==> src/design/wsad_pkg.sv <==
`default_nettype none
package wsad_pkg;

    localparam int BYTE_W        = 8;
    localparam int FIELD_LANES   = 8;            // lanes that the 64-bit fields carry
    localparam int FIELD_W       = BYTE_W * FIELD_LANES;
    localparam int PROD_W        = 16;           // 255 * 256 fits
    localparam int BEAT_W        = PROD_W + 3;   // sum of up to eight products
    localparam int SUM_W         = 48;
    localparam int POS_W         = 20;
    localparam int BUDGET_W      = 16;
    localparam int CFG_W         = 20;
    localparam int CFG_IDX_W     = 1;
    localparam int LANES_DEFAULT = 8;
    localparam int WEIGHT_BIAS   = 129;

    localparam logic [SUM_W-1:0]    SUM_MAX       = {SUM_W{1'b1}};
    localparam logic [BUDGET_W-1:0] BUDGET_RESET  = 16'd16;
    localparam logic [POS_W-1:0]    WINDOW_RESET  = 20'd64;

    localparam logic [CFG_IDX_W-1:0] CFG_CHECK_BUDGET = 1'b0;
    localparam logic [CFG_IDX_W-1:0] CFG_CHECK_WINDOW = 1'b1;

    localparam logic CMD_START = 1'b0;
    localparam logic CMD_DATA  = 1'b1;

    typedef struct packed {
        logic             command;
        logic [POS_W-1:0] pos;
        logic             frame_last;
        logic             candidate_last;
    } beat_ctrl_t;

endpackage
`default_nettype wire

==> src/design/wsad_lane.sv <==
`default_nettype none
module wsad_lane (
    input  wire logic                          clk,
    input  wire logic                          load,
    input  wire logic [wsad_pkg::BYTE_W-1:0]   ref_byte,
    input  wire logic [wsad_pkg::BYTE_W-1:0]   cand_byte,
    output logic      [wsad_pkg::PROD_W-1:0]   product
);
    import wsad_pkg::*;

    logic signed [BYTE_W:0]   diff;
    logic        [BYTE_W-1:0] abs_diff;
    logic signed [BYTE_W+1:0] weight_wide;
    logic        [BYTE_W:0]   weight;
    logic        [2*BYTE_W:0] prod_wide;
    logic        [PROD_W-1:0] product_reg;

    always_comb
    begin
        diff        = $signed({ref_byte[BYTE_W-1], ref_byte})
                    - $signed({cand_byte[BYTE_W-1], cand_byte});
        abs_diff    = diff[BYTE_W] ? BYTE_W'(-diff) : diff[BYTE_W-1:0];
        // r + 129 lies in 1..256
        weight_wide = $signed({{2{ref_byte[BYTE_W-1]}}, ref_byte})
                    + $signed((BYTE_W+2)'(WEIGHT_BIAS));
        weight      = weight_wide[BYTE_W:0];
        prod_wide   = abs_diff * weight;
    end

    always_ff @(posedge clk)
    begin
        if (load)
        begin
            product_reg <= prod_wide[PROD_W-1:0];
        end
    end

    assign product = product_reg;

endmodule
`default_nettype wire

==> src/design/wsad_merge.sv <==
`default_nettype none
module wsad_merge #(
    parameter int LANES = wsad_pkg::LANES_DEFAULT
) (
    input  wire logic                                   clk,
    input  wire logic                                   rst_n,
    input  wire logic                                   advance,
    input  wire logic                                   beat_valid,
    input  wire wsad_pkg::beat_ctrl_t                   beat_ctrl,
    input  wire logic [LANES-1:0][wsad_pkg::PROD_W-1:0] products,
    output logic                                        sum_valid,
    output wsad_pkg::beat_ctrl_t                        sum_ctrl,
    output logic      [wsad_pkg::BEAT_W-1:0]            beat_sum
);
    import wsad_pkg::*;

    logic             sum_valid_reg;
    beat_ctrl_t       sum_ctrl_reg;
    logic [BEAT_W-1:0] beat_sum_reg;
    logic [BEAT_W-1:0] beat_sum_next;

    // lanes past the field width carry no bits and add nothing
    always_comb
    begin
        beat_sum_next = '0;
        for (int i = 0; i < LANES; i++)
        begin
            if (i < FIELD_LANES)
            begin
                beat_sum_next = beat_sum_next + BEAT_W'(products[i]);
            end
        end
    end

    always_ff @(posedge clk or negedge rst_n)
    begin
        if (!rst_n)
        begin
            sum_valid_reg <= 1'b0;
        end
        else if (advance)
        begin
            sum_valid_reg <= beat_valid;
        end
    end

    always_ff @(posedge clk)
    begin
        if (advance)
        begin
            sum_ctrl_reg <= beat_ctrl;
            beat_sum_reg <= beat_sum_next;
        end
    end

    assign sum_valid = sum_valid_reg;
    assign sum_ctrl  = sum_ctrl_reg;
    assign beat_sum  = beat_sum_reg;

endmodule
`default_nettype wire

==> src/design/wsad_judge.sv <==
`default_nettype none
module wsad_judge (
    input  wire logic                              clk,
    input  wire logic                              rst_n,
    input  wire logic                              advance,
    input  wire logic                              cfg_write,
    input  wire logic [wsad_pkg::CFG_IDX_W-1:0]    cfg_index,
    input  wire logic [wsad_pkg::CFG_W-1:0]        cfg_data,
    input  wire logic                              sum_valid,
    input  wire wsad_pkg::beat_ctrl_t              sum_ctrl,
    input  wire logic [wsad_pkg::BEAT_W-1:0]       beat_sum,
    input  wire logic                              result_stall,
    output logic                                   result_valid,
    output logic      [wsad_pkg::SUM_W-1:0]        cand_sum,
    output logic      [wsad_pkg::SUM_W-1:0]        best_sum,
    output logic      [wsad_pkg::POS_W-1:0]        best_pos,
    output logic                                   abandoned,
    output logic                                   search_done
);
    import wsad_pkg::*;

    logic [BUDGET_W-1:0] check_budget_reg;
    logic [POS_W-1:0]    check_window_reg;

    logic [SUM_W-1:0]    run_sum_reg, run_sum_next;
    logic [SUM_W-1:0]    best_total_reg, best_total_next;
    logic [POS_W-1:0]    best_position_reg, best_position_next;
    logic [BUDGET_W-1:0] checks_left_reg, checks_left_next;
    logic                cut_off_reg, cut_off_next;

    logic                result_valid_reg, result_valid_next;
    logic                emit;
    logic [SUM_W-1:0]    cand_sum_reg;
    logic [SUM_W-1:0]    best_sum_reg;
    logic [POS_W-1:0]    best_pos_reg;
    logic                abandoned_reg;
    logic                search_done_reg;

    logic [SUM_W:0]      sum_wide;
    logic [SUM_W-1:0]    sum_sat;
    logic                abandon;
    logic [POS_W-1:0]    pos_gap;
    logic                step;

    always_comb
    begin
        sum_wide = {1'b0, run_sum_reg} + (SUM_W+1)'(beat_sum);
        sum_sat  = sum_wide[SUM_W] ? SUM_MAX : sum_wide[SUM_W-1:0];
        abandon  = sum_ctrl.frame_last && (sum_sat > best_total_reg);
        pos_gap  = (sum_ctrl.pos >= best_position_reg) ? sum_ctrl.pos - best_position_reg
                                                       : best_position_reg - sum_ctrl.pos;
        step     = sum_valid && advance;

        run_sum_next       = run_sum_reg;
        best_total_next    = best_total_reg;
        best_position_next = best_position_reg;
        checks_left_next   = checks_left_reg;
        cut_off_next       = cut_off_reg;
        emit               = 1'b0;

        if (step)
        begin
            if (sum_ctrl.command == CMD_START)
            begin
                best_total_next    = SUM_MAX;
                best_position_next = '0;
                checks_left_next   = check_budget_reg;
                run_sum_next       = '0;
                cut_off_next       = 1'b0;
            end
            else if (checks_left_reg == '0)
            begin
                // search over, beat dropped
            end
            else if (cut_off_reg)
            begin
                if (sum_ctrl.candidate_last)
                begin
                    cut_off_next = 1'b0;
                    run_sum_next = '0;
                end
            end
            else
            begin
                run_sum_next = sum_sat;
                if (abandon || sum_ctrl.candidate_last)
                begin
                    emit = 1'b1;
                    if (sum_sat < best_total_reg)
                    begin
                        best_total_next    = sum_sat;
                        best_position_next = sum_ctrl.pos;
                        checks_left_next   = check_budget_reg;
                    end
                    else if (pos_gap <= check_window_reg)
                    begin
                        checks_left_next = checks_left_reg - 1'b1;
                    end
                    run_sum_next = '0;
                    cut_off_next = abandon && !sum_ctrl.candidate_last;
                end
            end
        end

        if (emit)
        begin
            result_valid_next = 1'b1;
        end
        else if (result_valid_reg && !result_stall)
        begin
            result_valid_next = 1'b0;
        end
        else
        begin
            result_valid_next = result_valid_reg;
        end
    end

    always_ff @(posedge clk or negedge rst_n)
    begin
        if (!rst_n)
        begin
            check_budget_reg  <= BUDGET_RESET;
            check_window_reg  <= WINDOW_RESET;
            run_sum_reg       <= '0;
            best_total_reg    <= SUM_MAX;
            best_position_reg <= '0;
            checks_left_reg   <= '0;
            cut_off_reg       <= 1'b0;
            result_valid_reg  <= 1'b0;
        end
        else
        begin
            if (cfg_write)
            begin
                unique case (cfg_index)
                    CFG_CHECK_BUDGET: check_budget_reg <= cfg_data[BUDGET_W-1:0];
                    CFG_CHECK_WINDOW: check_window_reg <= cfg_data[POS_W-1:0];
                    default:          ;
                endcase
            end
            run_sum_reg       <= run_sum_next;
            best_total_reg    <= best_total_next;
            best_position_reg <= best_position_next;
            checks_left_reg   <= checks_left_next;
            cut_off_reg       <= cut_off_next;
            result_valid_reg  <= result_valid_next;
        end
    end

    always_ff @(posedge clk)
    begin
        if (emit)
        begin
            cand_sum_reg    <= sum_sat;
            best_sum_reg    <= best_total_next;
            best_pos_reg    <= best_position_next;
            abandoned_reg   <= abandon;
            search_done_reg <= (checks_left_next == '0);
        end
    end

    assign result_valid = result_valid_reg;
    assign cand_sum     = cand_sum_reg;
    assign best_sum     = best_sum_reg;
    assign best_pos     = best_pos_reg;
    assign abandoned    = abandoned_reg;
    assign search_done  = search_done_reg;

    // the reported best never sits above the judged sum
    a_best_not_above: assert property (@(posedge clk) disable iff (!rst_n)
        emit |=> (best_sum <= cand_sum))
        else $error("best_sum above cand_sum");

    // an abandoned candidate lost against the best
    a_abandon_worse: assert property (@(posedge clk) disable iff (!rst_n)
        (emit && abandon) |=> (cand_sum > best_sum))
        else $error("abandoned candidate not worse than best");

    // a start command loads the full budget
    a_start_loads: assert property (@(posedge clk) disable iff (!rst_n)
        (step && sum_ctrl.command == CMD_START)
        |=> (checks_left_reg == $past(check_budget_reg) && !cut_off_reg))
        else $error("start command did not reload checks");

endmodule
`default_nettype wire

==> src/design/weighted_sad_best_offset_search.sv <==
// Pipeline: lane product registers, merge register, then the judge and its output register.
// Throughput: one item per cycle while no result is stalled; the per-candidate state update
// in the judge stage is a 48-bit add/compare, so beats can arrive back to back.
// A result waiting under result_stall holds the whole pipeline in place.
// Reset (rst_n, async low): pipeline empty, check_budget 16, check_window 64,
// best all ones, no checks left; data beats are dropped until a start command.
`default_nettype none
module weighted_sad_best_offset_search #(
    parameter int LANES = wsad_pkg::LANES_DEFAULT
) (
    input  wire logic                              clk,
    input  wire logic                              rst_n,
    // configuration writes
    input  wire logic                              cfg_write,
    input  wire logic [wsad_pkg::CFG_IDX_W-1:0]    cfg_index,
    input  wire logic [wsad_pkg::CFG_W-1:0]        cfg_data,
    // item channel
    input  wire logic                              item_valid,
    output logic                                   item_stall,
    input  wire logic                              command,
    input  wire logic [wsad_pkg::POS_W-1:0]        candidate_pos,
    input  wire logic [wsad_pkg::FIELD_W-1:0]      ref_bytes,
    input  wire logic [wsad_pkg::FIELD_W-1:0]      cand_bytes,
    input  wire logic                              frame_last,
    input  wire logic                              candidate_last,
    // result channel
    output logic                                   result_valid,
    input  wire logic                              result_stall,
    output logic      [wsad_pkg::SUM_W-1:0]        cand_sum,
    output logic      [wsad_pkg::SUM_W-1:0]        best_sum,
    output logic      [wsad_pkg::POS_W-1:0]        best_pos,
    output logic                                   abandoned,
    output logic                                   search_done
);
    import wsad_pkg::*;

    // Only the field's lanes carry bits; extra lanes are left unbuilt
    // and the merge stage treats them as zero.
    localparam int ACTIVE = (LANES < FIELD_LANES) ? LANES : FIELD_LANES;

    logic                          advance;
    logic                          s1_valid_reg;
    beat_ctrl_t                    s1_ctrl_reg;
    beat_ctrl_t                    item_ctrl;
    logic [LANES-1:0][PROD_W-1:0]  products;

    logic                          s2_valid;
    beat_ctrl_t                    s2_ctrl;
    logic [BEAT_W-1:0]             s2_beat_sum;

    // Whole pipeline moves unless a finished result is blocked downstream.
    assign advance    = !(result_valid && result_stall);
    assign item_stall = !advance;

    assign item_ctrl.command        = command;
    assign item_ctrl.pos            = candidate_pos;
    assign item_ctrl.frame_last     = frame_last;
    assign item_ctrl.candidate_last = candidate_last;

    // Stage 1: lane products, one weighted |r - c| per byte pair
    genvar g;
    generate
        for (g = 0; g < LANES; g++)
        begin : g_lane
            if (g < ACTIVE)
            begin : g_live
                wsad_lane u_lane (
                    .clk       (clk),
                    .load      (advance),
                    .ref_byte  (ref_bytes[g*BYTE_W +: BYTE_W]),
                    .cand_byte (cand_bytes[g*BYTE_W +: BYTE_W]),
                    .product   (products[g])
                );
            end
            else
            begin : g_dead
                assign products[g] = '0;
            end
        end
    endgenerate

    always_ff @(posedge clk or negedge rst_n)
    begin
        if (!rst_n)
        begin
            s1_valid_reg <= 1'b0;
        end
        else if (advance)
        begin
            s1_valid_reg <= item_valid;
        end
    end

    always_ff @(posedge clk)
    begin
        if (advance)
        begin
            s1_ctrl_reg <= item_ctrl;
        end
    end

    // Stage 2: fold the lane products into one beat sum
    wsad_merge #(
        .LANES (LANES)
    ) u_merge (
        .clk        (clk),
        .rst_n      (rst_n),
        .advance    (advance),
        .beat_valid (s1_valid_reg),
        .beat_ctrl  (s1_ctrl_reg),
        .products   (products),
        .sum_valid  (s2_valid),
        .sum_ctrl   (s2_ctrl),
        .beat_sum   (s2_beat_sum)
    );

    // Stage 3: accumulate, abandon check, best tracking, output register
    wsad_judge u_judge (
        .clk          (clk),
        .rst_n        (rst_n),
        .advance      (advance),
        .cfg_write    (cfg_write),
        .cfg_index    (cfg_index),
        .cfg_data     (cfg_data),
        .sum_valid    (s2_valid),
        .sum_ctrl     (s2_ctrl),
        .beat_sum     (s2_beat_sum),
        .result_stall (result_stall),
        .result_valid (result_valid),
        .cand_sum     (cand_sum),
        .best_sum     (best_sum),
        .best_pos     (best_pos),
        .abandoned    (abandoned),
        .search_done  (search_done)
    );

endmodule
`default_nettype wire
==> config.mk <==
export PLATFORM = sky130hd
export DESIGN_NAME = weighted_sad_best_offset_search
export DESIGN_NICKNAME = d
export VERILOG_FILES = /design/src/design/wsad_pkg.sv /design/src/design/wsad_lane.sv /design/src/design/wsad_merge.sv /design/src/design/wsad_judge.sv /design/src/design/weighted_sad_best_offset_search.sv
export SDC_FILE = /design/constraint.sdc
export NUM_CORES = 2
export LEC_CHECK = 0
export ABC_CLOCK_PERIOD_IN_PS = 7700
export BUFFER_PORTS_ARGS = -buffer_cell sky130_fd_sc_hd__buf_2
export CAP_MARGIN = 20
export CORE_AREA = 2 2 398 400
export CTS_BUF_LIST = sky130_fd_sc_hd__clkbuf_8
export CTS_CLUSTER_DIAMETER = 60
export DETAILED_ROUTE_END_ITERATION = 8
export DIE_AREA = 0 0 400 402
export GPL_ROUTABILITY_DRIVEN = 0
export HOLD_SLACK_MARGIN = 0.02
export PLACE_DENSITY = 0.44
export SYNTH_ARGS = -nofsm -noshare
export SYNTH_HDL_FRONTEND = slang
export SYNTH_SLANG_ARGS = --single-unit
==> constraint.sdc <==
create_clock -name clk -period 7.7 [get_ports clk]
set_input_delay 1.54 -clock clk [delete_from_list [all_inputs] [get_ports clk]]
set_output_delay 1.54 -clock clk [all_outputs]
set_load 0.1 [all_outputs]
Yosys cells after proc, flatten, opt, wreduce, memory -nomap -nowiden
Cells that the tools add are included.
W data, S select, Z words.
Word-level totals
  bits in registers: 483
  input bits: 177
  output and inout bits: 120
  logic and storage cells: 144
Operators by class
  add/subtract/negate cells: 35
  multiply operators: 8
  magnitude comparators: 4
  eq/ne operators: 2
  multiplexer cells: 46
  bitwise gates (word level): 1
  reductions and logical operators: 16
Operator list (count)
  $mux W48: 12
  $mux W20: 7
  $mul A8 B9 Y16: 8
  $add A19 B16 Y19: 6
  $mux W16: 7
  $add A8 B9 Y9 const B: 8
  $sub A8 B8 Y9: 8
  $mux W8: 8
  $neg A8 Y8: 8
  $add A48 B19 Y49: 1
  $gt A48 B48 Y1: 1
  $lt A48 B48 Y1: 1
  $sub A20 B20 Y20: 2
  $logic_not A16 Y1: 2
  $ge A20 B20 Y1: 1
  $le A20 B20 Y1: 1
  $add A16 B16 Y17: 1
  $sub A16 B1 Y16 const B: 1
  $mux W1: 12
  $reduce_and A2 Y1: 3
  $logic_and A1 B1 Y1: 5
  $logic_not A1 Y1: 3
  $ne A3 B3 Y1 const B: 1
  $reduce_and A3 Y1: 1
  other kinds (4): 4

Depth between registers and ports, before layout
  depth in word-level cells: 11
  mapped depth: 32
  mapped depth without buffers: 32

By module
A second synthesis with hierarchy kept.
Second synthesis, totals
  cell total of the unflattened synthesis: 5022
  area total of the unflattened synthesis: 48651.7 um2
Modules (own cells, without submodules)
  wsad_judge: instances 1, cells each 1567, area each 16109.2 um2, seq. area each 7860.0 um2
  wsad_lane (g_lane[0].g_live.u_lane ...): instances 4, cells each 374, area each 3385.7 um2, seq. area each 480.5 um2
  wsad_lane (g_lane[5].g_live.u_lane ...): instances 3, cells each 368, area each 3357.0 um2, seq. area each 480.5 um2
  wsad_merge: instances 1, cells each 449, area each 4793.3 um2, seq. area each 1286.2 um2
  wsad_lane (g_lane[4].g_live.u_lane): instances 1, cells each 378, area each 3390.8 um2, seq. area each 480.5 um2
  weighted_sad_best_offset_search: instances 1, cells each 28, area each 744.5 um2, seq. area each 715.7 um2

Worst setup path before layout
OpenSTA, ideal clock, no wires.
  kind: input-to-output
  start: in result_stall
  end: out item_stall
  data arrival time: 7.856 ns
  data required time: 6.160 ns
  path slack: -1.696 ns
  cell stages on the path: 2
  path buffers: 0
  cells stage by stage: nand2_1 > inv_1
Between the ends
  word-level cells in the longest chain between the ends: 1
RTL lines
  start, declared: line weighted_sad_best_offset_search.sv:28  | input wire logic result_stall,
  $logic_and A1 B1 Y1: line weighted_sad_best_offset_search.sv:52  | assign advance = !(result_valid && result_stall);
  end, declared: line weighted_sad_best_offset_search.sv:19  | output logic item_stall,
Every way passes these cells.

Worst setup path after layout
  start: in ref_bytes[8] in the netlist's numbering
  end: reg g_lane[1].g_live.u_lane.product_reg[15], data pin
Between the ends
  word-level cells in the longest chain between the ends: 4
  elaborated cells on any way between the ends: 5
  classes of those cells: add/sub (3); mul (1); mux (1)
RTL lines
  start, declared: line weighted_sad_best_offset_search.sv:22  | input wire logic [wsad_pkg::FIELD_W-1:0] ref_bytes,
  $sub A8 B8 Y9: line wsad_lane.sv:21  | - $signed({cand_byte[BYTE_W-1], cand_byte});
  $neg A8 Y8: line wsad_lane.sv:22  | abs_diff = diff[BYTE_W] ? BYTE_W'(-diff) : diff[BYTE_W-1:0];
  $mux W8: line wsad_lane.sv:22
  $mul A8 B9 Y16 *: line wsad_lane.sv:27  | prod_wide = abs_diff * weight;
  via g_lane[1].g_live.u_lane.prod_wide[15]: line wsad_lane.sv:15  | logic [2*BYTE_W:0] prod_wide;
  end signal, assigned: line wsad_lane.sv:34  | product_reg <= prod_wide[PROD_W-1:0];
  end, declared: line wsad_lane.sv:16  | logic [PROD_W-1:0] product_reg;
Mark *: on every way through the listed nets, which the timed path passes. The rest lies on a longest branch.
A chain may end at the register's enable or synchronous reset.

==> results list <==
- The routed design could run at a clock period as short as 7.30 ns.
- In the synthesized netlist the dominant register cell turns out to be edfxtp_1.
* Number of hold violations in the final report: 0
- The share of synthesized area in the top cell type comes to 20.0%.
* Post-Synthesis Net Count: 5,808
- Delay contributed by the slowest stage of the critical path: 0.52 ns
- Number of antenna violations at the first check in global routing: 2
* Worst clock skew: 0.0708 ns
- Setup slack of the worst register-to-register path: 0.64 ns
- Slowest library cell on the worst path: fa_1
- The worst register-to-register path has a depth of 25.
* Data required time at the worst endpoint: 8.18 ns
* Class of the worst hold path: flip-flop to flip-flop
- Total global routing track utilization: 15.7%
- Core occupancy in the finished layout: 35.8%
- Source-to-sink clock delay at the later pin of the worst-skew pair: 0.75 ns
- After clock tree synthesis, the flow added hold-fix buffers numbering 0.
- Top post-synthesis cells by area: edfxtp_1 (20%), fa_1 (18%), ha_1 (14%), dfrtp_1 (6.5%), inv_1 (6.1%)
- Fraction of final layout cells sized beyond drive strength 1: 20.1%
* Number of iterations in the first detailed-routing pass: 6
- Number of enable flip-flop cells after synthesis: 311
* Post-synthesis cell type with the largest combined area: edfxtp_1
* Post-Synthesis Cells: 4,687
* Overall die area: 161,000 sq um
- Buffers inserted during clock tree synthesis total 89.
- Clock Sink Count: 483
- Port Buffer Count: 296
- After routing, the total negative slack on setup checks comes to 0 ns.
* Seq cells post-synth: 483
- No sink is reached through more buffers than the 3 on the longest clock path.
- The first global-routing pass estimated 200 mm of wire.
- Number of library cell types mapped by synthesis: 98
- During I/O placement, the number of pins put on the boundary was 297.
- The number of global-route vias before repair was 36,443.
- For the pin with the worst max-slew slack, the measured transition is 0.983 ns.
- Data arrives at the worst endpoint at 7.78 ns.
* Final setup violation count: 0
* Horizontal die dimension: 400 microns
* Run status: complete, no violations
- Met2 GRT Util: 27.6%
- Worst-path clk slew: 0.07 ns
* Relative area change from synthesis to final layout: 20.4%
- Mean area per synthesized cell: 9.96 sq um
* Max reg flops: 128
- The first routing iteration left 1,500 violations.
- Maximum level of the CTS H-tree: 3
* Instance count after placement with tap cells included: 7,418
* Highest Clock Rate: 137 MHz
* Routed length per placed instance: 16.4 microns
- Post-route ant nets: 0
* Overall routed net length: 124 mm
- Summing over every cut layer, the via total after detailed routing is 34,470.
- Portion of the post-synthesis area used by sequential elements: 29.4%
- The worst setup path is captured at a flip-flop.
* Root buffer cell: clkbuf_8
* Overall die height: 402 microns
- Pin count of the biggest net entering global routing: 156
- Global routing finished with a remaining overflow of 0.
- Worst hold margin: 0.363 ns
- FILL cells: 16,066
- Drc violations: 0
- In the routed layout, each cell is associated on average with a via count of 4.54.
- Leading cell type by number of instances after synthesis: inv_1
- The mapped netlist covers 46,700 sq um.
- Detailed Place HPWL: 104 mm
- The total count of max-transition violations in the final report came to 0.
- Cell with the most instances on the worst path: inv_1
- Biggest fanout along the worst timing path: 5
* Critical Setup Path Class: input pin to flip-flop
* Cell depth of the worst min-delay path: 0
- Top cells by count, synth: inv_1 (760), ha_1 (526), fa_1 (418)
- The initialized floorplan defines 146 standard-cell rows.
- Grt peak-use layer: met2
- The floorplan step defined a core boundary enclosing 157,000 sq um.
* Starting density of the core: 29.7%
* Period utilisation layout: 94.8%
* Share of synthesized registers carrying an async set or reset: 35.6%
* Post-route non-filler standard cell count: 7,585
- Setup repair after global routing left no endpoint under its margin.
* Global-route met1 utilization: 20.9%
- The tool flagged a number of max-cap violations equal to 0.
- TritonCTS clock tree: done
- For met3 alone, demand over resource in global routing was 1.43%.
- Headroom to the max-slew limit came out at 34.5%.
* Startpoint class of the critical path: input pin
* YS warnings: 0
- Nets: 6,559
## critical path, delay by kind of cell
kind                       cells  cell delay (ns)
adders and majority gates      7             2.72
AOI/OAI and AO/OA             11             1.89
xor gates and xnor gates       2             0.61
and+or+nand+nor                3             0.40
buffers and inverters          6             0.39
muxes                          1             0.22
## cell families (layout without fill, tap and decap cells)
group           Yosys count  count (layout)  synth area share (%)
simple gates           1281            1281                  12.8
fa+ha+maj               944             944                  32.0
buf+inv                 828            1653                  6.70
compound gates          710             710                  10.2
flops                   483             483                  29.4
xor+xnor                364             364                  7.06
mux                      77              77                  1.79
other cells               0               1                     0
## metal layers
layer	routed length, microns	vias up
met3	3650	94
li1	-	17104
met2	62000	477
met1	57100	16795
met4	1410	0
met5	0	-
## cell type report
type / count / area [sq um] / area share (%)
Clock inverter: 69 / 513 / 0.912
Antenna cell: 1 / 2.50 / 0.00445
Tap cell: 2072 / 2590 / 4.61
Clock buffer: 96 / 1320 / 2.35
Timing Repair Buffer: 728 / 4780 / 8.50
Multi-Input combinational cell: 3376 / 30500 / 54.2
Inverter: 760 / 2860 / 5.08
Sequential cell: 483 / 13700 / 24.4
## final timing paths
kind / startpoint / endpoint
hold reg to reg: s1_ctrl_reg[11] / u_merge.sum_ctrl[11]
setup reg to reg: u_merge.beat_sum[0] / u_judge.search_done
hold / removal: s1_ctrl_reg[11] / u_merge.sum_ctrl[11]
min in group asynchronous: rst_n / u_judge.best_position_reg[3]
setup / recovery: ref_bytes[8] / g_lane[1].g_live.u_lane.product[15]
max in group asynchronous: rst_n / u_judge.run_sum_reg[15]
## cells in the final DEF (no fill, tap or decap), types with 22 or more instances in the layout
cell type,instances
inv_1,781
ha_1,523
buf_4,428
fa_1,414
nand2_1,402
nor2_1,379
edfxtp_1,311
buf_2,295
xnor2_1,204
a21oi_1,167
dfrtp_1,122
o21ai_0,115
xor2_1,113
clkbuf_8,96
a21o_1,93
and2_1,77
nand2b_1,71
nand3_1,71
nor2b_1,67
nor3_1,60
mux2_2,51
dfstp_2,50
o21bai_1,42
a22oi_1,38
or2_2,26
mux2i_1,24
nand4_1,24
o21a_1,22
## metrics by stage
stage	worst slack (ns)	cell area [sq um]
after floorplan	0.00828	47200
after global placement	-0.330	54400
after detailed placement	-0.435	54400
after CTS	0.413	56200
after global routing	0.0273	56200
final	0.400	56200
## what timing repair did
action                                  in CTS  in global routing
endpoints found under the hold margin        0                  0
resized for setup                            0                  3
endpoints found under the setup margin       0                  3
buffers inserted                             0                  1
Power is not shown: default switching activity piles up to over one toggle a cycle in this logic, so the estimate is an artifact.
